## src/hdl/kca_pkg.sv

```systemverilog
// Package for the keypad click and autorepeat decoder.
// Holds the scan and result word types, the key table and the register indexes.
// No dependencies.
package kca_pkg;

  localparam int unsigned KEY_COUNT = 14;
  localparam int unsigned KEY_W     = 4;
  localparam int unsigned CFG_IDX_W = 2;

  localparam logic [CFG_IDX_W-1:0] CFG_FIRST_DELAY  = 2'd0;
  localparam logic [CFG_IDX_W-1:0] CFG_REPEAT_DELAY = 2'd1;

  localparam logic [15:0] FIRST_DELAY_RST  = 16'd500;
  localparam logic [15:0] REPEAT_DELAY_RST = 16'd175;

  // One bit per key: set when the key lives in group one.
  localparam logic [KEY_COUNT-1:0] KEY_IN_GROUP_ONE = 14'b10_0000_1110_0000;

  localparam logic [31:0] KEY_MASK [KEY_COUNT] = '{
    32'h0000_0010, 32'h0000_0020, 32'h0000_0080, 32'h0000_0040, 32'h0000_0100,
    32'hC000_0000, 32'h8000_0000, 32'h4000_0000, 32'h0000_0004, 32'h0000_0008,
    32'h0000_0200, 32'h0000_0400, 32'h0000_0800, 32'h0080_0000
  };

  typedef struct packed {
    logic [31:0] group_one_word;
    logic [15:0] group_two_word;
    logic [31:0] now_ms;
  } scan_word_t;

  typedef struct packed {
    logic [KEY_W-1:0] auto_key;
    logic [KEY_W-1:0] clicked_key;
    logic [KEY_W-1:0] pressed_key;
  } key_word_t;

  typedef struct packed {
    logic [KEY_COUNT-1:0] held;
    logic [KEY_W-1:0]     pressed;
    logic [KEY_W-1:0]     clicked;
  } key_scan_t;

  function automatic logic [KEY_COUNT-1:0] held_keys(input logic [31:0] w1,
                                                     input logic [15:0] w2);
    logic [KEY_COUNT-1:0] h;
    logic [31:0]          w;
    h = '0;
    for (int i = 0; i < KEY_COUNT; i++) begin
      w    = KEY_IN_GROUP_ONE[i] ? w1 : {16'd0, w2};
      h[i] = ((w & KEY_MASK[i]) == 32'd0);
    end
    return h;
  endfunction

endpackage

```

## src/hdl/key_click_autorepeat.sv

```systemverilog
// Keypad click and autorepeat decoder. A scan word is registered on acceptance and its
// result word is registered in the result register; one scan per cycle is sustained,
// with out_stall low, set by the single decode and repeat stage between the registers.
// Reset is synchronous and active low: it empties both stages, clears the previous scan
// and the autorepeat state, and loads the delays with 500 ms and 175 ms.
module key_click_autorepeat (
  input  logic                              clk,
  input  logic                              rst_n,
  input  logic                              in_valid,
  output logic                              in_stall,
  input  kca_pkg::scan_word_t               in_data,
  output logic                              out_valid,
  input  logic                              out_stall,
  output kca_pkg::key_word_t                out_data,
  input  logic                              cfg_valid,
  output logic                              cfg_ready,
  input  logic [kca_pkg::CFG_IDX_W-1:0]     cfg_index,
  input  logic [15:0]                       cfg_data
);

  kca_pkg::scan_word_t s1_data_r;
  logic                s1_valid_r;
  kca_pkg::key_word_t  out_data_r;
  logic                out_valid_r;
  logic [31:0]         last_w1_r;
  logic [15:0]         last_w2_r;
  logic [15:0]         first_delay_r;
  logic [15:0]         repeat_delay_r;
  logic                advance;
  logic                accept;
  kca_pkg::key_scan_t  scan;
  logic [kca_pkg::KEY_W-1:0] auto_key;

  assign advance   = s1_valid_r && (!out_valid_r || !out_stall);
  assign in_stall  = s1_valid_r && !advance;
  assign accept    = in_valid && !in_stall;
  assign cfg_ready = 1'b1;
  assign out_valid = out_valid_r;
  assign out_data  = out_data_r;

  kca_decode u_decode (
    .w1      (s1_data_r.group_one_word),
    .w2      (s1_data_r.group_two_word),
    .last_w1 (last_w1_r),
    .last_w2 (last_w2_r),
    .scan    (scan)
  );

  kca_repeat u_repeat (
    .clk          (clk),
    .rst_n        (rst_n),
    .advance      (advance),
    .scan         (scan),
    .now_ms       (s1_data_r.now_ms),
    .first_delay  (first_delay_r),
    .repeat_delay (repeat_delay_r),
    .auto_key     (auto_key)
  );

  always_ff @(posedge clk) begin
    if (!rst_n) begin
      s1_valid_r  <= 1'b0;
      out_valid_r <= 1'b0;
      last_w1_r   <= '0;
      last_w2_r   <= '0;
    end else begin
      if (accept) begin
        s1_valid_r <= 1'b1;
      end else if (advance) begin
        s1_valid_r <= 1'b0;
      end
      if (advance) begin
        out_valid_r <= 1'b1;
        last_w1_r   <= s1_data_r.group_one_word;
        last_w2_r   <= s1_data_r.group_two_word;
      end else if (!out_stall) begin
        out_valid_r <= 1'b0;
      end
    end
  end

  always_ff @(posedge clk) begin
    if (accept) begin
      s1_data_r <= in_data;
    end
    if (advance) begin
      out_data_r.auto_key    <= auto_key;
      out_data_r.clicked_key <= scan.clicked;
      out_data_r.pressed_key <= scan.pressed;
    end
  end

  always_ff @(posedge clk) begin
    if (!rst_n) begin
      first_delay_r  <= kca_pkg::FIRST_DELAY_RST;
      repeat_delay_r <= kca_pkg::REPEAT_DELAY_RST;
    end else if (cfg_valid && cfg_ready) begin
      case (cfg_index)
        kca_pkg::CFG_FIRST_DELAY:  first_delay_r  <= cfg_data;
        kca_pkg::CFG_REPEAT_DELAY: repeat_delay_r <= cfg_data;
        default: ;
      endcase
    end
  end

endmodule

```

## src/hdl/kca_decode.sv

```systemverilog
// Key table decode: held keys, first pressed and first newly clicked key.
// Uses kca_pkg.
module kca_decode (
  input  logic [31:0]        w1,
  input  logic [15:0]        w2,
  input  logic [31:0]        last_w1,
  input  logic [15:0]        last_w2,
  output kca_pkg::key_scan_t scan
);

  logic [kca_pkg::KEY_COUNT-1:0] now_held;
  logic [kca_pkg::KEY_COUNT-1:0] was_held;
  logic [kca_pkg::KEY_COUNT-1:0] click_vec;

  assign now_held  = kca_pkg::held_keys(w1, w2);
  assign was_held  = kca_pkg::held_keys(last_w1, last_w2);
  assign click_vec = now_held & ~was_held;

  always_comb begin
    scan.held    = now_held;
    scan.pressed = '0;
    scan.clicked = '0;
    for (int i = kca_pkg::KEY_COUNT - 1; i >= 0; i--) begin
      if (now_held[i]) begin
        scan.pressed = kca_pkg::KEY_W'(i + 1);
      end
      if (click_vec[i]) begin
        scan.clicked = kca_pkg::KEY_W'(i + 1);
      end
    end
  end

endmodule

```

## src/hdl/kca_repeat.sv

```systemverilog
// Autorepeat state and decision for one scan at a time.
// Uses kca_pkg; fed by kca_decode.
module kca_repeat (
  input  logic                        clk,
  input  logic                        rst_n,
  input  logic                        advance,
  input  kca_pkg::key_scan_t          scan,
  input  logic [31:0]                 now_ms,
  input  logic [15:0]                 first_delay,
  input  logic [15:0]                 repeat_delay,
  output logic [kca_pkg::KEY_W-1:0]   auto_key
);

  logic [kca_pkg::KEY_W-1:0] repeat_key_r, repeat_key_nxt;
  logic                      repeated_once_r, repeated_once_nxt;
  logic [31:0]               last_event_r, last_event_nxt;
  logic [31:0]               diff;
  logic [15:0]               delay;
  logic                      rk_held;
  logic [kca_pkg::KEY_W-1:0] rk_idx;

  assign diff   = now_ms - last_event_r;
  assign delay  = repeated_once_r ? repeat_delay : first_delay;
  assign rk_idx = repeat_key_r - kca_pkg::KEY_W'(1);

  always_comb begin
    rk_held = 1'b0;
    if (repeat_key_r != '0 && repeat_key_r <= kca_pkg::KEY_W'(kca_pkg::KEY_COUNT)) begin
      rk_held = scan.held[rk_idx];
    end
  end

  always_comb begin
    repeat_key_nxt    = repeat_key_r;
    repeated_once_nxt = repeated_once_r;
    last_event_nxt    = last_event_r;
    auto_key          = '0;
    if (scan.clicked != '0) begin
      repeat_key_nxt    = scan.clicked;
      repeated_once_nxt = 1'b0;
      last_event_nxt    = now_ms;
      auto_key          = scan.clicked;
    end else if (rk_held) begin
      if (!diff[31] && diff > {16'd0, delay}) begin
        repeated_once_nxt = 1'b1;
        last_event_nxt    = now_ms;
        auto_key          = repeat_key_r;
      end
    end else begin
      repeat_key_nxt = '0;
    end
  end

  always_ff @(posedge clk) begin
    if (!rst_n) begin
      repeat_key_r    <= '0;
      repeated_once_r <= 1'b0;
      last_event_r    <= '0;
    end else if (advance) begin
      repeat_key_r    <= repeat_key_nxt;
      repeated_once_r <= repeated_once_nxt;
      last_event_r    <= last_event_nxt;
    end
  end

endmodule

```

## config.mk

```make
export PLATFORM = sky130hd
export DESIGN_NAME = key_click_autorepeat
export DESIGN_NICKNAME = d
export VERILOG_FILES = /design/src/hdl/kca_pkg.sv /design/src/hdl/key_click_autorepeat.sv /design/src/hdl/kca_decode.sv /design/src/hdl/kca_repeat.sv
export SDC_FILE = /design/constraint.sdc
export NUM_CORES = 1
export LEC_CHECK = 0
export ABC_AREA = 1
export BUFFER_PORTS_ARGS = -buffer_cell sky130_fd_sc_hd__buf_4
export CAP_MARGIN = 10
export CORE_ASPECT_RATIO = 1.25
export CORE_MARGIN = 2
export CORE_UTILIZATION = 39
export CTS_BUF_LIST = sky130_fd_sc_hd__clkbuf_8
export DETAILED_ROUTE_END_ITERATION = 7
export GPL_ROUTABILITY_DRIVEN = 0
export SLEW_MARGIN = 20
export SYNTH_ARGS = -nofsm -noshare
export SYNTH_HDL_FRONTEND = slang
export SYNTH_SLANG_ARGS = --single-unit
```

## constraint.sdc

```tcl
create_clock -name clk -period 3 [get_ports clk]
set_clock_uncertainty 0.1 [all_clocks]
set_input_delay 0.6 -clock clk [delete_from_list [all_inputs] [get_ports clk]]
set_output_delay 0.6 -clock clk [all_outputs]
set_load 0.01 [all_outputs]
```

==> flow_summary.yaml <==
power:
  static-leakage-power_nw: 5.56
  pwr_density_cell_nw_per_um2: 546
  vdd_ir_drop_max_mv: 0.269
min_path:
  min-delay-start: "in_data[14]"
  whs_endpoint: "s1_data_r[14]"
  worst_hold_path.num_cells: 1
  worst_hold_path_type: "primary input to flip-flop"
timing:
  grt_setup_unrepaired: "true"
  final.period_utilization: 1.17
  setup_ws_ns: -0.524
  max_freq_ghz: 0.284
  worst_slew_margin_rel: 0.434
  slew_viol_final: 0
  finalHoldViolations: 0
  final_period_minus_worst_setup_slack_ns: 3.52
  final.setup.tns_ns: -17.05
  timing_worst_slew_pin_value_ns: 0.848
  setup_violations: 37
layout:
  fill_count: 2156
  register_area_um2: 3390
  syn2layout_area_growth_pct: 28.8
  multiInputGateArea_um2: 4800
  layout.cells.most_common: "sky130_fd_sc_hd__nand2_1"
  finish.net_count: 1555
  ratio_of_cells_with_drive_above_1_in_the_final_layout: 0.249
  mostFrequentLayoutCells: "sky130_fd_sc_hd__nand2_1, sky130_fd_sc_hd__inv_1, sky130_fd_sc_hd__buf_4, sky130_fd_sc_hd__nor2_1, sky130_fd_sc_hd__dfxtp_1"
  finalCoreUtilization: 0.516
  antenna_cells_inserted: 0
clock_tree:
  tritoncts: "done"
  cts_root_buffer: "sky130_fd_sc_hd__clkbuf_8"
  path_clk_slew_ns: 0.10
  htree_num_levels: 4
  cts_buffers: 17
  cts_max_path_buffers: 2
  cts_hold_buffers: 0
  worst_skew_pair.late_latency_ns: 0.46
  cts.sinks: 141
synth:
  synth-edff-count: 57
  ys_warn_count: 0
  synth.ff_latch_count: 141
  synth_nets: 1390
  synth.cell_area_um2: 8650
  async_reset_ff_frac: 0
  yosys_most_used_dff: "sky130_fd_sc_hd__dfxtp_1"
  synth.yosys.seq_area_share: 0.392
  cells_after_synth: 1237
  syn-mean-instance-area_um2: 7.00
  yosys.cell_types.count: 41
worst_setup_path:
  setup.worst_path.class: "flip-flop to flip-flop"
  critical_path.reg2reg.endpoint: "out_data[11]"
  cp_data_arrival_time_ns: 3.63
  critical_path_s_top_delay_family: "simple AND/OR/NAND/NOR gates"
  timing.critical_path.slowest_cell_delay_ns: 0.44
  timing.reg2reg.setup_slack_ns: -0.52
  worstPathRequired_ns: 3.11
  path_common_cell: "sky130_fd_sc_hd__nand2_2"
  critical_path.startpoint_type: "flip-flop"
  crit_path_top_delay_cell: "sky130_fd_sc_hd__edfxtp_1"
  worst_setup_path_end_kind: "flip-flop"
  cp_num_cells: 26
  r2r_cells: 26
  worstReg2RegStart: "s1_data_r[6]"
  worst-path-buf-inv: 4
  largest_fanout_on_the_critical_path: 4
global_routing:
  number_of_antenna_violations_at_the_first_check_in_global_routing: 0
  via_count_of_the_first_global_routing_pass: 7541
  maximum_number_of_pins_on_one_net_before_global_route_repair: 83
  grt_usage: 0.190
  grt_remaining_overflow: 0
  grt_pass1_wl_um: 35000
detailed_routing:
  postRouteAntennaNets: 0
  dr_total_vias: 7882
  wirelength_um: 21800
  detail_route.wl_per_cell_um: 12.9
  detailedRoute.firstPassIterationCount: 5
  viasPerCell: 4.65
  drt_first_iter_violations: 343
  drc: 0
place:
  placement.setup.worst_slack_ns: -0.537
  hpwl_um: 15500
  port_buffers: 81
floorplanning:
  floorplan.die.width_um: 137
  io_pins: 118
  dieArea_um2: 23400
  dieHeight_um: 171
  initial_core_util: 0.400
  core_area_um2: 21600
  fp-row-count: 60
outcome:
  violated_checks: "setup timing"
  run_status: "complete, but fails checks"
job:
  max_cap_violations: 0
[synthesized netlist by cell type, types with 5 or more instances]
library cell                 n  area [um2]
sky130_fd_sc_hd__o21ai_0    50         250
sky130_fd_sc_hd__dfxtp_1    84        1680
sky130_fd_sc_hd__inv_1     217         815
sky130_fd_sc_hd__mux2i_1    15         150
sky130_fd_sc_hd__nor2_2      7        43.8
sky130_fd_sc_hd__nand2_2    36         225
sky130_fd_sc_hd__nand4_1    10        62.6
sky130_fd_sc_hd__nand2_1   351        1320
sky130_fd_sc_hd__xor2_1     12         105
sky130_fd_sc_hd__ha_1       49         613
sky130_fd_sc_hd__nand3_1    51         255
sky130_fd_sc_hd__nor3_1     10        50.1
sky130_fd_sc_hd__inv_2       6        22.5
sky130_fd_sc_hd__a21oi_1    52         260
sky130_fd_sc_hd__clkbuf_1   15        56.3
sky130_fd_sc_hd__edfxtp_1   57        1710
sky130_fd_sc_hd__nor2_1    172         646
sky130_fd_sc_hd__xnor2_1     5        43.8
[layout make-up]
class | count | area share
clock inverters | 15 | 0.0123
flip-flops and latches | 141 | 0.304
multi-input cells | 847 | 0.431
repair buffers | 171 | 0.124
well taps | 279 | 0.0313
clock buffers | 17 | 0.0210
inverters | 224 | 0.0754
[metal layers]
layer,track usage,part of all wire,up-vias,wire length [um]
met3,0.0409,0.046,32,998
met2,0.341,0.51,152,11100
met1,0.224,0.43,3548,9350
met5,0,0,-,0
met4,0.0569,0.019,0,415
li1,-,-,4150,-
[kinds of logic (layout without fill, tap and decap cells)]
group	Yosys count	count (layout)	share of synthesized area
other	1	1	0.000433
buffers and inverters	249	427	0.116
xor gates and xnor gates	18	18	0.0191
adders and majority gates	50	50	0.0732
AOI/OAI and AO/OA	116	116	0.0707
DFF	141	141	0.392
and+or+nand+nor	647	647	0.311
muxes	15	15	0.0174
[worst register-to-register path, cell delays in order, from the launching register on]
cell	delay, ns
sky130_fd_sc_hd__edfxtp_1	0.44
sky130_fd_sc_hd__ha_4	0.27
sky130_fd_sc_hd__nand2_1	0.07
sky130_fd_sc_hd__nand2_2	0.07
sky130_fd_sc_hd__inv_1	0.08
sky130_fd_sc_hd__nand2_2	0.06
sky130_fd_sc_hd__inv_2	0.06
sky130_fd_sc_hd__nand2_4	0.08
sky130_fd_sc_hd__nand2_4	0.08
sky130_fd_sc_hd__nand2_4	0.05
sky130_fd_sc_hd__xor2_2	0.17
sky130_fd_sc_hd__ha_1	0.33
sky130_fd_sc_hd__nand2_2	0.08
sky130_fd_sc_hd__nor2_2	0.12
sky130_fd_sc_hd__nand2_2	0.07
sky130_fd_sc_hd__nor2_2	0.10
sky130_fd_sc_hd__nand4_1	0.09
sky130_fd_sc_hd__nand2_1	0.09
sky130_fd_sc_hd__nand3_1	0.07
sky130_fd_sc_hd__nor2_1	0.08
sky130_fd_sc_hd__nand3_1	0.09
sky130_fd_sc_hd__nor2_2	0.10
sky130_fd_sc_hd__nand2_2	0.08
sky130_fd_sc_hd__buf_4	0.14
sky130_fd_sc_hd__buf_6	0.11
sky130_fd_sc_hd__nand4_1	0.10
sky130_fd_sc_hd__nand2_2	0.09
[how the worst max path moves through the flow]
stage	start	endpoint	slack (ns)
finish	s1_data_r[6]	out_data[11]	-0.52
global route	s1_data_r[6]	u_repeat.last_event_r[0]	-0.78
CTS	s1_data_r[2]	u_repeat.last_event_r[18]	-0.49
detailed placement	s1_data_r[6]	u_repeat.last_event_r[13]	-0.54
global placement	s1_data_r[7]	u_repeat.last_event_r[13]	-0.46
floorplan	s1_data_r[2]	u_repeat.last_event_r[13]	-0.16
[state kept, by name, indices dropped and copies added, names as in the netlist, 3 cells and up]
name,count
u_repeat.repeat_key_r,4
out_data,12
repeat_delay_r,16
last_w2_r,10
s1_data_r,45
u_repeat.last_event_r,32
first_delay_r,16
last_w1_r,3
[timing repair]
| item | 4_1_cts | 5_1_grt |
|---|---|---|
| setup buffers | 15 | 10 |
| cloned | 0 | 2 |
| pin swaps | 2 | 31 |
| endpoints found under the setup margin | 37 | 37 |
| resized for setup | 29 | 71 |
[stage by stage]
| step | hold slack (ns) | cells | power [mW] | area (um2) |
|---|---|---|---|---|
| after floorplan | 0.328 | 1237 | 3.61 | 8840 |
| after global placement | 0.339 | 1635 | 4.24 | 10200 |
| after detailed placement | 0.342 | 1635 | 4.26 | 10200 |
| after CTS | 0.183 | 1682 | 5.89 | 10700 |
| after global routing | 0.181 | 1694 | 6.51 | 11100 |
| final | 0.205 | 1694 | 6.08 | 11100 |
[where the power goes]
part	internal, mW	leakage (nW)	switching [mW]
Clock	0.669	0.196	0.845
Sequential	2.15	1.25	0.0891
Combinational	1.03	4.12	1.30
Total	3.85	5.56	2.23
No activity file was read; power rests on OpenSTA's default activity.
